<file path="src/design/tsccm_pkg.sv">
// ----------------------------------------------------------------------------
// tsccm_pkg - shared definitions for the continuity counter monitor
// Field widths, register indexes and reset values, fixed PIDs, event kinds
// and the structs that travel between the monitor's modules.
// ----------------------------------------------------------------------------
package tsccm_pkg;

   // field widths
   localparam int PID_W  = 13;
   localparam int CNT_W  = 4;
   localparam int CFG_W  = 16;
   localparam int CSR_AW = 3;

   // default size of the per-PID table
   localparam int PID_COUNT_DEF = 8192;

   // register indexes on the csr port
   localparam logic [CSR_AW-1:0] CSR_CHECK_ENABLE = 3'd0;
   localparam logic [CSR_AW-1:0] CSR_NIT_PID      = 3'd1;
   localparam logic [CSR_AW-1:0] CSR_PMT_PID      = 3'd2;
   localparam logic [CSR_AW-1:0] CSR_PCR_PID      = 3'd3;
   localparam logic [CSR_AW-1:0] CSR_EMM_PID      = 3'd4;
   localparam logic [CSR_AW-1:0] CSR_ECM_PID      = 3'd5;

   // register reset values
   localparam logic [CFG_W-1:0] NIT_PID_RST = 16'h0010;
   localparam logic [CFG_W-1:0] PMT_PID_RST = 16'hffff;
   localparam logic [CFG_W-1:0] PCR_PID_RST = 16'hffff;
   localparam logic [CFG_W-1:0] EMM_PID_RST = 16'h0000;
   localparam logic [CFG_W-1:0] ECM_PID_RST = 16'h0000;

   // PIDs that are always known
   localparam logic [PID_W-1:0] PID_PAT  = 13'h0000;
   localparam logic [PID_W-1:0] PID_CAT  = 13'h0001;
   localparam logic [PID_W-1:0] PID_SDT  = 13'h0011;
   localparam logic [PID_W-1:0] PID_EIT  = 13'h0012;
   localparam logic [PID_W-1:0] PID_TDT  = 13'h0014;

   // kind of event reported for each packet
   typedef enum logic [1:0] {
      EV_IGNORED = 2'd0,
      EV_NEW     = 2'd1,
      EV_IN_SEQ  = 2'd2,
      EV_DISCONT = 2'd3
   } event_kind_type;

   // one table entry: seen flag and last counter
   typedef struct packed {
      logic             seen;
      logic [CNT_W-1:0] counter;
   } entry_type;

   // one result transaction
   typedef struct packed {
      event_kind_type   kind;
      logic [CNT_W-1:0] expected;
      logic [CNT_W-1:0] gap;
   } result_type;

   // configuration seen by the check logic
   typedef struct packed {
      logic             check_enable;
      logic [CFG_W-1:0] nit_pid;
      logic [CFG_W-1:0] pmt_pid;
      logic [CFG_W-1:0] pcr_pid;
      logic [CFG_W-1:0] emm_pid;
      logic [CFG_W-1:0] ecm_pid;
   } cfg_type;

endpackage

</file>
<file path="src/design/tsccm_eval.sv">
// ----------------------------------------------------------------------------
// tsccm_eval - continuity check of one packet
// Decides known PID, compares the counter with the stored one and builds
// the result and the table update.
// ----------------------------------------------------------------------------
module tsccm_eval
   import tsccm_pkg::*;
(
   input  cfg_type          cfg,
   input  logic [PID_W-1:0] pid,
   input  logic [CNT_W-1:0] counter,
   input  logic             es_flag,
   input  logic             in_range,
   input  entry_type        entry,
   output result_type       result,
   output logic             wr_en,
   output entry_type        wr_entry
);

   logic [CFG_W-1:0] pid_ext;
   logic             fixed_hit;
   logic             cfg_hit;
   logic             known;
   logic [CNT_W-1:0] expect_cnt;

   assign pid_ext = CFG_W'(pid);

   // known PID test
   assign fixed_hit = (pid == PID_PAT) || (pid == PID_CAT) || (pid == PID_SDT) ||
                      (pid == PID_EIT) || (pid == PID_TDT);
   assign cfg_hit   = (pid_ext == cfg.nit_pid) || (pid_ext == cfg.pmt_pid) ||
                      (pid_ext == cfg.pcr_pid) || (pid_ext == cfg.emm_pid) ||
                      (pid_ext == cfg.ecm_pid);
   assign known     = es_flag || fixed_hit || cfg_hit;

   assign expect_cnt = entry.counter + CNT_W'(1);

   // classify and build the table update
   always_comb begin
      result           = '{kind: EV_IGNORED, expected: '0, gap: '0};
      wr_en            = 1'b0;
      wr_entry.seen    = 1'b1;
      wr_entry.counter = counter;
      if (cfg.check_enable && in_range) begin
         if (!entry.seen) begin
            if (known) begin
               result.kind = EV_NEW;
               wr_en       = 1'b1;
            end
         end else begin
            result.expected = expect_cnt;
            wr_en           = 1'b1;
            if ((counter == entry.counter) || (counter == expect_cnt)) begin
               result.kind = EV_IN_SEQ;
            end else begin
               result.kind = EV_DISCONT;
               result.gap  = counter - expect_cnt;
            end
         end
      end
   end

endmodule

</file>
<file path="config.mk">
export PLATFORM = sky130hd
export DESIGN_NAME = tsccm_eval
export DESIGN_NICKNAME = d
export VERILOG_FILES = /design/src/design/tsccm_pkg.sv /design/src/design/tsccm_eval.sv
export SDC_FILE = /design/constraint.sdc
export NUM_CORES = 1
export LEC_CHECK = 0
export BUFFER_PORTS_ARGS = -buffer_cell sky130_fd_sc_hd__buf_4
export CORE_MARGIN = 4
export CORE_UTILIZATION = 35
export DETAILED_ROUTE_END_ITERATION = 7
export PLACE_DENSITY = 0.83
export SETUP_SLACK_MARGIN = 0.4
export SLEW_MARGIN = 15
export SYNTH_ARGS = -nofsm -noshare
export SYNTH_HDL_FRONTEND = slang
export SYNTH_SLANG_ARGS = --single-unit
</file>
<file path="constraint.sdc">
create_clock -name vclk -period 2.2
set_input_delay 0.44 -clock vclk [all_inputs]
set_output_delay 0.44 -clock vclk [all_outputs]
set_load 0.05 [all_outputs]
</file>
==> results.json, run 1 <==
{
  "outcome": "finished, violations left",
  "violations": "setup timing",
  "netlist_area_um2": 1210,
  "hold_buffers": 0,
  "cp_data_required_time_ns": 1.76,
  "grt_pass1_vias": 1557,
  "worst_slack_ns": -0.263,
  "avgRoutedWirePerCell_um": 17.0,
  "dr_total_vias": 1627,
  "nNetsFinal": 398,
  "layout_commonest_cell": "buf_4",
  "antenna_found_initial": 0,
  "cap_violations": 0,
  "ioPinCount": 121,
  "num-fill-cells": 241,
  "max_freq_mhz": 406,
  "cpMostUsedCell": "buf_4",
  "grt_usage_pct": 21.5,
  "ir_drop_uv": 107,
  "relSlewSlack_pct": 66.7,
  "p_leak_nw": 1.10,
  "die-area_um2": 4460,
  "viasPerCell": 4.90,
  "timing.final.crit_period_ns": 2.46,
  "cp-end-kind": "output pin",
  "syn_avg_cell_area_um2": 7.51,
  "nFlopsAndLatches": 0,
  "die_h_um": 66.8,
  "port_buffers": 120,
  "cellPowerDensity_nw_per_um2": 234,
  "dr.pass1.iters": 4,
  "post-route-util_pct": 75.3,
  "grt_pass1_wl_um": 7380,
  "grt_max_degree": 8,
  "post-route-drc-count": 0,
  "yosys_warnings": 0,
  "ant_nets": 0,
  "syn_to_final_growth_pct": 108,
  "cp.arrival_ns": 2.02,
  "synthesis.nets": 271,
  "syn_inst": 161,
  "worst_pin_slew_ns": 0.495,
  "ys_types": 24,
  "finalMaxSlewViolations": 0,
  "grt-ovfl-total": 0,
  "nClkBuffers": 0,
  "final_cell_mix": "buf_4, xnor2_1, xor2_1, buf_6, nand4_1",
  "critPathKind": "input pin to output pin",
  "drive_gt1_share_pct": 60.8,
  "start_kind": "input pin",
  "rows": 21,
  "drt_wl_total_um": 5650,
  "rsz0062_at_grt": "yes",
  "die_w_um": 66.8,
  "cp_slowest_cell": "nor4_1",
  "post-route-period-util_pct": 112,
  "path_cells": "buf_4 > buf_4 > nor4_1 > nand3_1 > nor4_2 > nor4_4 > a221oi_4 > buf_6",
  "gp_congestion": 0.837,
  "regArea_um2": 0,
  "hold_class": "input pin to output pin",
  "post-place-ws_ns": -0.194,
  "start_util_pct": 36.2,
  "setup_violations": 5,
  "drt-initial-drc-count": 60,
  "hold_violations": 0,
  "path_max_fanout": 4,
  "place_hpwl_um": 4200,
  "seq_area_frac_synth_pct": 0,
  "fp.coreArea_um2": 3340,
  "max_stage_delay_ns": 0.36,
  "antennaDiodeCount": 0
}
## Yosys cell counts (all sizes together)
master	instances	area share [%]
nor3	10	4.6
a221oi	1	1.2
nand4	10	5.2
xor2	23	17
o22ai	1	0.52
xnor2	51	37
nand3	10	4.1
ha	4	4.1
buf	18	12
nor4	9	4.7
or2	1	0.52
nand2	1	0.31
a21o	1	0.62
inv	6	1.9
a211oi	1	0.62
fa	1	1.7
nor3b	1	0.62
nand2b	1	0.52
nor2	8	2.5
a21oi	2	0.83
conb	1	0.31
## per-stage QoR
stage	setup TNS [ns]	instance area, µm²	hold WS (ns)	instances	power [mW]
floorplan	-0.250	1340	0.989	161	0.290
global placement	-0.703	2310	1.15	328	0.512
detailed placement	-0.800	2310	1.15	328	0.519
CTS	-0.520	2400	1.15	328	0.538
global route	-0.888	2510	1.16	332	0.620
finish	-0.725	2510	1.15	332	0.587
## final timing paths
| path | startpoint | to | cells past startpoint |
|---|---|---|---|
| max | pid[9] | result[8] | 8 |
| min | counter[0] | wr_entry[0] | 2 |
## critical path: cells and delay by family
family / cells / cell delay (ns)
AOI/OAI and AO/OA: 1 / 0.24
buffers and inverters: 3 / 0.48
and+or+nand+nor: 4 / 0.85
## power by group
part,internal [mW],switching (mW),leakage (nW),total (mW)
clock,0,0,0,0
combinational,0.321,0.266,1.10,0.587
sequential,0,0,0,0
## layer usage
metal / up-vias / global-route usage (%) / share of wire [%]
li1: 781 / - / -
met1: 761 / 28.1 / 38
met2: 81 / 39.1 / 52
met3: 4 / 1.52 / 9.0
met4: 0 / 3.05 / 0.78
met5: - / 0 / 0
## repair_timing
item                                    4_1_cts  5_1_grt
pin swaps                                    10        8
endpoints found under the setup margin        6        7
setup buffers                                 0        4
resized for setup                            20       17
## kinds of logic (layout without fill, tap and decap cells)
logic type | count (synthesis) | after routing | share of synthesized area (%)
adders and majority gates | 5 | 5 | 5.80
xor gates and xnor gates | 74 | 74 | 53.6
other | 1 | 1 | 0.310
buffers and inverters | 24 | 149 | 13.5
AOI/OAI and AO/OA | 6 | 6 | 3.83
and+or+nand+nor | 51 | 51 | 23.0
## final cells by class
type / instances / area, µm² / area share, %
Timing Repair Buffer: 143 / 1170 / 46.6
Multi-Input combinational cell: 137 / 1260 / 50.1
Inverter: 6 / 25.0 / 0.996
Tap cell: 46 / 57.6 / 2.29
(Power assumes the default switching activity.)
==> inputs of run 2 (changes only) <==
--- a/config.mk
+++ b/config.mk
@@ -5,12 +5,13 @@
 export SDC_FILE = /design/constraint.sdc
 export NUM_CORES = 1
 export LEC_CHECK = 0
+export ABC_AREA = 1
 export BUFFER_PORTS_ARGS = -buffer_cell sky130_fd_sc_hd__buf_4
 export CORE_MARGIN = 4
 export CORE_UTILIZATION = 35
 export DETAILED_ROUTE_END_ITERATION = 7
-export PLACE_DENSITY = 0.83
-export SETUP_SLACK_MARGIN = 0.4
+export PLACE_DENSITY = 0.75
+export SETUP_SLACK_MARGIN = 0.05
 export SLEW_MARGIN = 15
 export SYNTH_ARGS = -nofsm -noshare
 export SYNTH_HDL_FRONTEND = slang
==> results.json, run 2 <==
{
  "outcome": "finished, violations left",
  "violations": "setup timing",
  "die_w_um": 77.1,
  "cellPowerDensity_nw_per_um2": 206,
  "die-area_um2": 5940,
  "timing.final.crit_period_ns": 2.33,
  "cp-end-kind": "output pin",
  "start_kind": "input pin",
  "grt_pass1_vias": 2463,
  "p_comb_share_pct": 100.0,
  "gp_congestion": 0.883,
  "grt_pass1_wl_um": 10600,
  "fp.coreArea_um2": 4470,
  "max_freq_mhz": 429,
  "drive_gt1_share_pct": 32.2,
  "rows": 24,
  "path_buf_inv": 4,
  "critPathKind": "input pin to output pin",
  "nNetsFinal": 634,
  "post-route-period-util_pct": 106,
  "nFlopsAndLatches": 0,
  "synthesis.nets": 507,
  "path_delay_family": "buffers and inverters",
  "setup_violations": 5,
  "max_stage_delay_ns": 0.24,
  "rsz0062_at_grt": "yes",
  "fin_setup_tns_ns": -0.513,
  "synth.top_cell.area_share_pct": 46.8,
  "die_h_um": 77.1,
  "yosys-top-cells-area": "nand2_1, inv_1, nor2_1",
  "cp.arrival_ns": 1.89,
  "ys_types": 22,
  "synth_commonest_cells": "nand2_1, inv_1, nor2_1",
  "path_max_fanout": 3,
  "clockPowerShare_pct": 0,
  "start_util_pct": 37.3,
  "place_hpwl_um": 5480,
  "syn_avg_cell_area_um2": 4.20,
  "antenna_found_initial": 0,
  "p_leak_nw": 1.87,
  "seq_area_frac_synth_pct": 0,
  "netlist.top_cell.by_area": "nand2_1",
  "avgRoutedWirePerCell_um": 11.5,
  "cp_data_required_time_ns": 1.76,
  "layout_commonest_cell": "nand2_1",
  "grt-ovfl-total": 0,
  "finalMaxSlewViolations": 0,
  "ant_nets": 0,
  "grt_usage_pct": 21.0,
  "cap_violations": 0,
  "multi_input_area_um2": 1470,
  "hold_buffers": 0,
  "p_switching_uw": 311,
  "netlist_area_um2": 1670,
  "yosys_warnings": 0,
  "internal_power_uw": 293,
  "antennaDiodeCount": 0,
  "regArea_um2": 0,
  "drt_wl_total_um": 6610,
  "worst_slack_ns": -0.129,
  "p_seq_share_pct": 0,
  "ioPinCount": 121,
  "path_cells": "buf_8 > ha_4 > xnor2_4 > ha_4 > nand2_4 > inv_2 > nand4_1 > buf_4 > nand3_4 > nor2_4 > buf_8",
  "drt-initial-drc-count": 77,
  "hold_class": "input pin to output pin",
  "dr_total_vias": 2516,
  "final_cell_mix": "nand2_1, buf_4, inv_1, nor2_1, buf_6",
  "dr.pass1.iters": 4,
  "swShare_pct": 51.5,
  "hold_violations": 0,
  "port_buffers": 120,
  "nClkBuffers": 0,
  "viasPerCell": 4.38,
  "syn_inst": 397,
  "ir_drop_uv": 93.3,
  "post-route-util_pct": 65.5,
  "grt_max_degree": 8,
  "syn_to_final_growth_pct": 75.5,
  "cp_slowest_cell": "ha_4",
  "num-fill-cells": 447,
  "post-route-drc-count": 0,
  "yosysMostFrequentCell": "nand2_1"
}
run 2: cell count changes after synthesis, moves of 8 or more:
cell / delta
inv_2: +11
inv_1: +66
xnor2_1: -41
xor2_1: -21
nor2_1: +47
nand2_1: +207
nor4_1: -8
run 2: final timing paths:
| kind | from | end | slack [ns] | cells past startpoint |
|---|---|---|---|---|
| setup / recovery | entry[0] | result[2] | -0.13 | 11 |
| hold / removal | counter[0] | wr_entry[0] | 1.15 | 2 |
run 2: cells by family after synthesis:
logic type               count (synthesis)  synth area share [%]
adder cells (fa/ha/maj)                  5                  4.20
other                                    1                 0.225
AO/OA/AOI/OAI                            9                  2.92
buffers and inverters                   90                  21.5
XOR/XNOR                                12                  6.30
AND/OR/NAND/NOR                        280                  64.8
run 2: what timing repair did:
item                                    in CTS  in global routing
pin swaps                                   13                 15
buffers inserted                             1                  2
endpoints found under the hold margin        0                  0
resized for setup                           12                 29
endpoints found under the setup margin       5                  6
run 2: final cells by class:
class / count / share of cell area (%)
Inverter: 83 / 11.3
Tap cell: 52 / 2.22
Timing Repair Buffer: 132 / 36.4
Multi-Input combinational cell: 307 / 50.1
run 2: routing by layer:
metal,up-vias,GRT usage (%),routed length (µm)
met5,-,0,0
met4,0,1.07,37
met3,4,4.22,536
met2,86,41.0,3390
met1,1032,24.4,2640
li1,1394,-,-
run 2: power groups by stage:
stage | logic [mW] | registers [mW] | clock network [mW]
2_1_floorplan | 0.293 | 0 | 0
3_3_place_gp | 0.534 | 0 | 0
3_5_place_dp | 0.544 | 0 | 0
4_1_cts | 0.561 | 0 | 0
5_1_grt | 0.670 | 0 | 0
6_report | 0.604 | 0 | 0
run 2: per-stage QoR:
stage	total power [mW]	cell area, µm²	hold slack (ns)	worst slack [ns]	cells
final	0.604	2930	1.15	-0.129	574
after floorplan	0.293	1760	1.02	-0.109	397
after global placement	0.534	2740	1.15	-0.156	571
after global routing	0.670	2930	1.16	-0.201	574
after detailed placement	0.544	2740	1.15	-0.203	571
after CTS	0.561	2800	1.15	-0.155	572
